===== src/assert_macros.svh =====
// assertion macros included by the top-level rtl file
// no dependencies
`ifndef ASSERT_MACROS_SVH
`define ASSERT_MACROS_SVH

// same-cycle implication, disabled during reset
`define ASSERT_IMPLIES(label, clk, rst_n, ante, cons) \
	label: assert property (@(posedge clk) disable iff (!(rst_n)) (ante) |-> (cons)) \
		else $error("assertion failed");

// next-cycle implication, disabled during reset
`define ASSERT_NEXT(label, clk, rst_n, ante, cons) \
	label: assert property (@(posedge clk) disable iff (!(rst_n)) (ante) |=> (cons)) \
		else $error("assertion failed");

`endif


===== src/psk_fd_pkg.sv =====
// types and constants of the path sum key descriptor table
// no dependencies
package psk_fd_pkg;

	localparam int SLOT_COUNT = 32;
	localparam int IDX_W      = (SLOT_COUNT > 1) ? $clog2(SLOT_COUNT) : 1;
	localparam int KEY_W      = 32;
	localparam int SKEY_W     = 16;
	localparam int VAL_W      = 21;
	localparam int DESC_W     = 20;
	localparam int CHAR_W     = 8;
	localparam logic [KEY_W-1:0] CHAR_BIAS = 32'd48;
	localparam logic [VAL_W-1:0] VAL_NONE  = {VAL_W{1'b1}};

	typedef enum logic [1:0] {
		ST_IDLE,
		ST_READ,
		ST_TEST
	} state_t;

	typedef struct packed {
		logic acc;       // add character to key sum
		logic launch;    // latch operation, clear sum, index to zero
		logic rd;        // read slot at index
		logic adv;       // step index
		logic wr;        // write slot at index
		logic emit;      // register a result
		logic emit_ok;   // success bit of the result
		logic emit_rd;   // result value from the slot, else -1
	} ctrl_cmd_t;

	typedef struct packed {
		logic term;      // incoming character is zero
		logic retrieve;  // latched operation is retrieve
		logic match;     // slot key equals full sum
		logic val_none;  // slot value is -1
		logic free;      // slot key is zero
		logic last;      // index at last slot
	} ctrl_status_t;

endpackage


===== src/psk_fd_ctrl.sv =====
// controller state machine of the descriptor table
// depends on psk_fd_pkg
module psk_fd_ctrl (
	input  logic                      clk,
	input  logic                      arst_n,
	input  logic                      start,
	output logic                      busy,
	input  psk_fd_pkg::ctrl_status_t  st,
	output psk_fd_pkg::ctrl_cmd_t     cmd
);
	import psk_fd_pkg::*;

	state_t state_q, state_d;
	logic   finish;

	// scan ends on this slot
	always_comb begin
		if (st.retrieve) begin
			finish = st.match || st.last;
		end else begin
			finish = (st.match && !st.val_none) || st.free || st.last;
		end
	end

	always_ff @(posedge clk or negedge arst_n) begin
		if (!arst_n) begin
			state_q <= ST_IDLE;
		end else begin
			state_q <= state_d;
		end
	end

	always_comb begin
		state_d = state_q;
		case (state_q)
			ST_IDLE: begin
				if (start && st.term) state_d = ST_READ;
			end
			ST_READ: state_d = ST_TEST;
			ST_TEST: begin
				state_d = finish ? ST_IDLE : ST_READ;
			end
			default: state_d = ST_IDLE;
		endcase
	end

	always_comb begin
		cmd  = '0;
		busy = 1'b1;
		case (state_q)
			ST_IDLE: begin
				busy       = 1'b0;
				cmd.acc    = start && !st.term;
				cmd.launch = start && st.term;
			end
			ST_READ: cmd.rd = 1'b1;
			ST_TEST: begin
				if (st.retrieve) begin
					if (st.match) begin
						cmd.emit    = 1'b1;
						cmd.emit_ok = !st.val_none;
						cmd.emit_rd = 1'b1;
					end else if (st.last) begin
						cmd.emit = 1'b1;
					end else begin
						cmd.adv = 1'b1;
					end
				end else begin
					if (st.match && !st.val_none) begin
						cmd.emit = 1'b1;
					end else if (st.free) begin
						cmd.wr      = 1'b1;
						cmd.emit    = 1'b1;
						cmd.emit_ok = 1'b1;
					end else if (st.last) begin
						cmd.emit = 1'b1;
					end else begin
						cmd.adv = 1'b1;
					end
				end
			end
			default: busy = 1'b0;
		endcase
	end

endmodule


===== src/psk_fd_dpath.sv =====
// datapath of the descriptor table: key sum, slot memory, result registers
// depends on psk_fd_pkg
module psk_fd_dpath (
	input  logic                               clk,
	input  logic                               arst_n,
	input  logic                               mode,
	input  logic [psk_fd_pkg::CHAR_W-1:0]      path_char,
	input  logic [psk_fd_pkg::DESC_W-1:0]      descriptor_in,
	input  psk_fd_pkg::ctrl_cmd_t              cmd,
	output psk_fd_pkg::ctrl_status_t           st,
	output logic                               done,
	output logic                               success,
	output logic signed [psk_fd_pkg::VAL_W-1:0] descriptor_out
);
	import psk_fd_pkg::*;

	logic [KEY_W-1:0]      acc_q;
	logic [KEY_W-1:0]      op_key_q;
	logic                  op_mode_q;
	logic [DESC_W-1:0]     op_desc_q;
	logic [IDX_W-1:0]      idx_q;
	logic [SLOT_COUNT-1:0] valid_q;

	logic [SKEY_W-1:0] key_mem [SLOT_COUNT];
	logic [VAL_W-1:0]  val_mem [SLOT_COUNT];
	logic [SKEY_W-1:0] rd_key_q;
	logic [VAL_W-1:0]  rd_val_q;
	logic              rd_valid_q;
	logic [SKEY_W-1:0] slot_key;
	logic [VAL_W-1:0]  slot_val;

	logic              done_q;
	logic              success_q;
	logic [VAL_W-1:0]  result_q;

	always_ff @(posedge clk or negedge arst_n) begin
		if (!arst_n) begin
			acc_q <= '0;
		end else if (cmd.launch) begin
			acc_q <= '0;
		end else if (cmd.acc) begin
			acc_q <= acc_q + KEY_W'(path_char) - CHAR_BIAS;
		end
	end

	always_ff @(posedge clk) begin
		if (cmd.launch) begin
			op_key_q  <= acc_q;
			op_mode_q <= mode;
			op_desc_q <= descriptor_in;
		end
	end

	always_ff @(posedge clk or negedge arst_n) begin
		if (!arst_n) begin
			idx_q <= '0;
		end else if (cmd.launch) begin
			idx_q <= '0;
		end else if (cmd.adv) begin
			idx_q <= idx_q + 1'b1;
		end
	end

	// written slots; an unwritten one reads as key zero, value -1
	always_ff @(posedge clk or negedge arst_n) begin
		if (!arst_n) begin
			valid_q <= '0;
		end else if (cmd.wr) begin
			valid_q[idx_q] <= 1'b1;
		end
	end

	always_ff @(posedge clk) begin
		if (cmd.wr) begin
			key_mem[idx_q] <= op_key_q[SKEY_W-1:0];
			val_mem[idx_q] <= VAL_W'(op_desc_q);
		end
	end

	always_ff @(posedge clk) begin
		if (cmd.rd) begin
			rd_key_q   <= key_mem[idx_q];
			rd_val_q   <= val_mem[idx_q];
			rd_valid_q <= valid_q[idx_q];
		end
	end

	assign slot_key = rd_valid_q ? rd_key_q : '0;
	assign slot_val = rd_valid_q ? rd_val_q : VAL_NONE;

	assign st.term     = (path_char == '0);
	assign st.retrieve = op_mode_q;
	assign st.match    = (KEY_W'(slot_key) == op_key_q);
	assign st.val_none = (slot_val == VAL_NONE);
	assign st.free     = (slot_key == '0);
	assign st.last     = (idx_q == IDX_W'(SLOT_COUNT - 1));

	always_ff @(posedge clk or negedge arst_n) begin
		if (!arst_n) begin
			done_q <= 1'b0;
		end else begin
			done_q <= cmd.emit;
		end
	end

	always_ff @(posedge clk) begin
		if (cmd.emit) begin
			success_q <= cmd.emit_ok;
			result_q  <= cmd.emit_rd ? slot_val : VAL_NONE;
		end
	end

	assign done           = done_q;
	assign success        = success_q;
	assign descriptor_out = $signed(result_q);

endmodule


===== src/path_sum_key_fd_table_unit.sv =====
// top level of the path sum key descriptor table
// depends on psk_fd_pkg, psk_fd_ctrl, psk_fd_dpath, assert_macros.svh
//
// usage:
//   a request is taken at a rising edge with start high and busy low; it
//   carries mode, path_char and descriptor_in
//   a non-zero path_char adds (path_char - 48) to a 32-bit wrapping key sum
//   and gives no result; busy stays low
//   a zero path_char ends the name: the sum is latched and cleared, and the
//   slots are scanned in order, each with a memory read, then a test
//   busy is high while k slots are scanned (k from 1 to SLOT_COUNT)
//   the result (success, descriptor_out) shows for one cycle with done high,
//   in the cycle after the last test, the same cycle busy drops
//   the receiver cannot stall: done is a strobe, nothing is held
//   the slot scan through the single-port slot memory sets the latency;
//   characters run at one per cycle while busy is low
//   reset clears the key sum and all slot valid bits at once, so every slot
//   reads as free (key zero, value -1); no clearing pass is needed
//   retrieve returns the first slot whose key equals the full 32-bit sum;
//   insert stores the low 16 bits of the sum, so a sum above 16 bits is
//   never found again
`include "assert_macros.svh"

module path_sum_key_fd_table_unit (
	input  logic                                clk,
	input  logic                                arst_n,
	input  logic                                start,
	output logic                                busy,
	input  logic                                mode,
	input  logic [psk_fd_pkg::CHAR_W-1:0]       path_char,
	input  logic [psk_fd_pkg::DESC_W-1:0]       descriptor_in,
	output logic                                done,
	output logic                                success,
	output logic signed [psk_fd_pkg::VAL_W-1:0] descriptor_out
);
	import psk_fd_pkg::*;

	ctrl_cmd_t    cmd;
	ctrl_status_t st;

	// sequencer: idle, slot read, slot test
	psk_fd_ctrl u_ctrl (
		.clk    (clk),
		.arst_n (arst_n),
		.start  (start),
		.busy   (busy),
		.st     (st),
		.cmd    (cmd)
	);

	// key sum, slot memory with valid bits, result registers
	psk_fd_dpath u_dpath (
		.clk            (clk),
		.arst_n         (arst_n),
		.mode           (mode),
		.path_char      (path_char),
		.descriptor_in  (descriptor_in),
		.cmd            (cmd),
		.st             (st),
		.done           (done),
		.success        (success),
		.descriptor_out (descriptor_out)
	);

	// a result only follows a scan
	`ASSERT_IMPLIES(a_done_after_busy, clk, arst_n, done, $past(busy))
	// a real descriptor comes out only on a retrieve hit
	`ASSERT_IMPLIES(a_value_means_hit, clk, arst_n, done && (descriptor_out != VAL_NONE), success)
	// slots are written only during a scan
	`ASSERT_IMPLIES(a_write_in_scan, clk, arst_n, cmd.wr, busy && cmd.emit)
	// a terminator starts a scan
	`ASSERT_NEXT(a_launch_busy, clk, arst_n, cmd.launch, busy)

endmodule

===== config.mk =====
export PLATFORM = sky130hd
export DESIGN_NAME = path_sum_key_fd_table_unit
export DESIGN_NICKNAME = d
export VERILOG_FILES = /design/src/psk_fd_pkg.sv /design/src/psk_fd_ctrl.sv /design/src/psk_fd_dpath.sv /design/src/path_sum_key_fd_table_unit.sv
export VERILOG_INCLUDE_DIRS = /design/src /design/src/src
export SDC_FILE = /design/constraint.sdc
export NUM_CORES = 1
export LEC_CHECK = 0
export BUFFER_PORTS_ARGS = -buffer_cell sky130_fd_sc_hd__clkbuf_2
export CAP_MARGIN = 5
export CORE_ASPECT_RATIO = 1.1
export CORE_UTILIZATION = 60
export CTS_CLUSTER_DIAMETER = 40
export CTS_CLUSTER_SIZE = 25
export DETAILED_ROUTE_END_ITERATION = 7
export PLACE_DENSITY = 0.76
export SYNTH_ARGS = -nofsm -noshare
export SYNTH_HDL_FRONTEND = slang
export SYNTH_SLANG_ARGS = --single-unit

===== constraint.sdc =====
create_clock -name clk -period 4.7 [get_ports clk]
set_input_delay 0.94 -clock clk [delete_from_list [all_inputs] [get_ports clk]]
set_output_delay 0.94 -clock clk [all_outputs]
set_load 0.01 [all_outputs]

==> qor.yml <==
clocking:
  postCtsSetupRepairBufs: 0
  cts_made_buffers: 133
  clock_latency_ns: 0.75
  cts_resized: 0
  tritoncts: "done"
  cts_buffer_depth: 3
  cts_root_buf: "clkbuf_16"
  clk_pin_slew_ns: 0.08
  h-tree-depth: 4
  clock-sinks: 1336
  cts_hold_buf: 0
die:
  ios: 56
  core_um2: 85200
  die_h_um: 310
  start_util_pct: 60.9
  dieArea_um2: 87700
  die_w_um: 282
  rows: 112
synthesis:
  ys_types: 70
  syn-cell-area_um2: 51900
  yosys.area.top_type: "edfxtp_1"
  async_flop_share_pct: 5.39
  avgSynthCellArea_um2: 20.7
  synthCells: 2511
  synth_edf_count: 1264
  synth_seq_cells: 1336
  ys_warn_count: 0
  seq_area_frac_synth_pct: 76.6
  synth_nets: 2592
  synth_common_cells: "edfxtp_1, mux4_2, a22oi_1, nand2_1, dfrtp_1"
  synth_most_common_cell: "edfxtp_1"
  synthTopCellsByArea: "edfxtp_1, mux4_2, dfrtp_1"
  synth_ff_type: "edfxtp_1"
  yosysTopAreaCellShare_pct: 73.1
timing:
  hold_violations: 0
  rsz0062_at_grt: "false"
  setup_viol: 0
  post-route-min-period_ns: 4.12
  tightest_slew_ns: 1.19
  fin_crit_sh_pct: 87.6
  finalSetupTns_ns: 0
  slew_headroom_pct: 20.9
  fmax_mhz: 243
  fin_ws_ns: 0.581
  finClkSkew_ns: 0.0444
  slew_violations: 0
  whs_ns: 0.370
critical_path:
  cp_data_arrival_time_ns: 4.52
  cp-start-kind: "register"
  crit_type: "register to register"
  r2r_cells: 9
  r2r-end: "u_dpath.val_mem[2][15]"
  cpPeakStageDelay_ns: 1.03
  r2r-start: "u_dpath.op_key_q[13]"
  cp.buffers_inverters: 1
  crit_fanout: 35
  endpoint_kind: "register"
  crit_path_cell_trace: "nor4bb_1, a31oi_1, o32ai_1, nand4_1, nor3_1, and3b_1, nand2_2, nor2_4, buf_4"
  crit_family: "simple AND/OR/NAND/NOR gates"
  crit_required_ns: 5.10
  reg2reg_slack_ns: 0.58
  slowest_stage: "edfxtp_1"
hold_path:
  hp-class: "input pin to async pin"
global_route:
  grt_pass1_wl_um: 186000
  grt_pass1_vias: 28100
  track_usage_pct: 30.1
  grt_overflow: 0
  grt_max_degree: 105
  antenna_found_initial: 0
drt:
  wl_per_cell_um: 32.5
  wl_um: 127000
  viasPerCell: 6.92
  vias: 27000
  first_pass_iters: 5
  drt-initial-drc-count: 3759
  ant_nets: 0
  drc: 0
layout:
  layout-drive-gt1-share_pct: 26.8
  diodes: 0
  area_growth_pct: 13.8
  fill_cells: 5043
  nets: 2735
place:
  place_ws_ns: 0.868
  gp_congestion: 0.863
  dp_hpwl_um: 61400
  io_buffers: 55
flow_run:
  drv_cap: 0
status:
  status: "completed"
pwr:
  finalPower_mw: 33.2
  p_leak_nw: 19.3
  ir_worst_vdd_v: 0.000748
  power_density_nw_per_um2: 561
==> flip-flops by register name (all words and copies together), names as in the netlist <==
register,cells
u_dpath.idx_q,5
u_dpath.key_mem,512
u_dpath.acc_q,32
u_dpath.rd_key_q,16
u_dpath.rd_val_q,20
u_dpath.valid_q,32
u_dpath.op_key_q,32
u_dpath.rd_valid_q,1
u_dpath.descriptor_out,21
u_dpath.val_mem,640
u_dpath.op_mode_q,1
u_ctrl.state_q,2
u_dpath.success,1
u_dpath.done,1
u_dpath.op_desc_q,20
==> report_power, final <==
group	leakage [nW]	internal (mW)	switching, mW
Clock	2.27	6.20	4.92
Sequential	12.3	13.3	0.498
Combinational	4.73	3.69	4.53
Total	19.3	23.2	9.94
==> cell usage in the layout (no fill, tap or decap), drive strengths merged, types with 4 or more instances in the layout <==
| cell type | count |
|---|---|
| edfxtp | 1264 |
| mux4 | 296 |
| clkbuf | 198 |
| a22oi | 150 |
| inv | 93 |
| nand2 | 77 |
| buf | 75 |
| dfrtp | 72 |
| nor2 | 68 |
| ha | 48 |
| nand4 | 45 |
| o21ai | 43 |
| a21oi | 38 |
| clkinv | 38 |
| o21bai | 34 |
| xnor2 | 20 |
| or2 | 20 |
| nand3 | 17 |
| a21o | 15 |
| and3 | 15 |
| xor2 | 14 |
| nor3 | 14 |
| bufinv | 10 |
| a31oi | 9 |
| nor4 | 8 |
| clkinvlp | 8 |
| nor2b | 6 |
| a22o | 6 |
| o31ai | 6 |
| o32ai | 4 |
| or3 | 4 |
| mux2i | 4 |
==> per-layer routing <==
| layer | share of wire (%) | routed length, um | track usage (%) | up-vias |
|---|---|---|---|---|
| li1 | - | - | - | 10800 |
| met1 | 36 | 45800 | 39.8 | 14000 |
| met2 | 50 | 63400 | 49.5 | 1858 |
| met3 | 10 | 12900 | 6.59 | 345 |
| met4 | 3.9 | 4930 | 11.9 | 0 |
| met5 | 0 | 0 | 0 | - |
==> kinds of logic (layout without fill, tap and decap cells) <==
family,count (synthesis),in the layout,synth area share [%]
flip-flops,1336,1336,76.6
adder cells (fa/ha/maj),49,49,1.20
AO/OA/AOI/OAI,331,331,4.51
multiplexers,300,300,12.9
buffers and inverters,171,422,1.34
AND/OR/NAND/NOR,290,290,2.86
XOR/XNOR,34,34,0.574
==> worst register-to-register path, delay by kind of cell, from the launching register on <==
family | cells | cell delay, ns
flip-flops | 1 | 1.03
buffers and inverters | 1 | 0.33
AND/OR/NAND/NOR | 6 | 1.98
AO/OA/AOI/OAI | 2 | 0.41
==> final cells by class <==
class	count	area (um2)	share of cell area, %
Timing Repair Buffer	129	1270	2.15
Sequential cell	1336	39800	67.3
Multi-Input combinational cell	1004	11700	19.9
Clock inverter	99	1190	2.02
Tap cell	1140	1430	2.41
Clock buffer	144	3500	5.92
Inverter	50	188	0.318
==> worst max path at each step <==
stage	from	cells past startpoint	slack, ns	endpoint
floorplan	u_dpath.op_key_q[3]	9	0.57	u_dpath.key_mem[0][0]
global placement	path_char[1]	13	0.89	u_dpath.acc_q[31]
detailed placement	path_char[1]	13	0.87	u_dpath.acc_q[31]
CTS	u_dpath.op_key_q[13]	9	0.70	u_dpath.val_mem[3][15]
global route	u_dpath.op_key_q[13]	9	0.48	u_dpath.key_mem[2][3]
finish	u_dpath.op_key_q[13]	9	0.58	u_dpath.val_mem[2][15]
==> metrics by stage <==
| step | cells | instance area [um2] | util (%) |
|---|---|---|---|
| 6_report | 3902 | 59100 | 69.3 |
| 5_1_grt | 3902 | 59100 | 69.3 |
| 4_1_cts | 3902 | 59100 | 69.3 |
| 3_5_place_dp | 3659 | 54400 | 63.8 |
| 3_3_place_gp | 3659 | 54400 | 63.8 |
| 2_1_floorplan | 2511 | 51900 | - |
(Power assumes the default switching activity.)
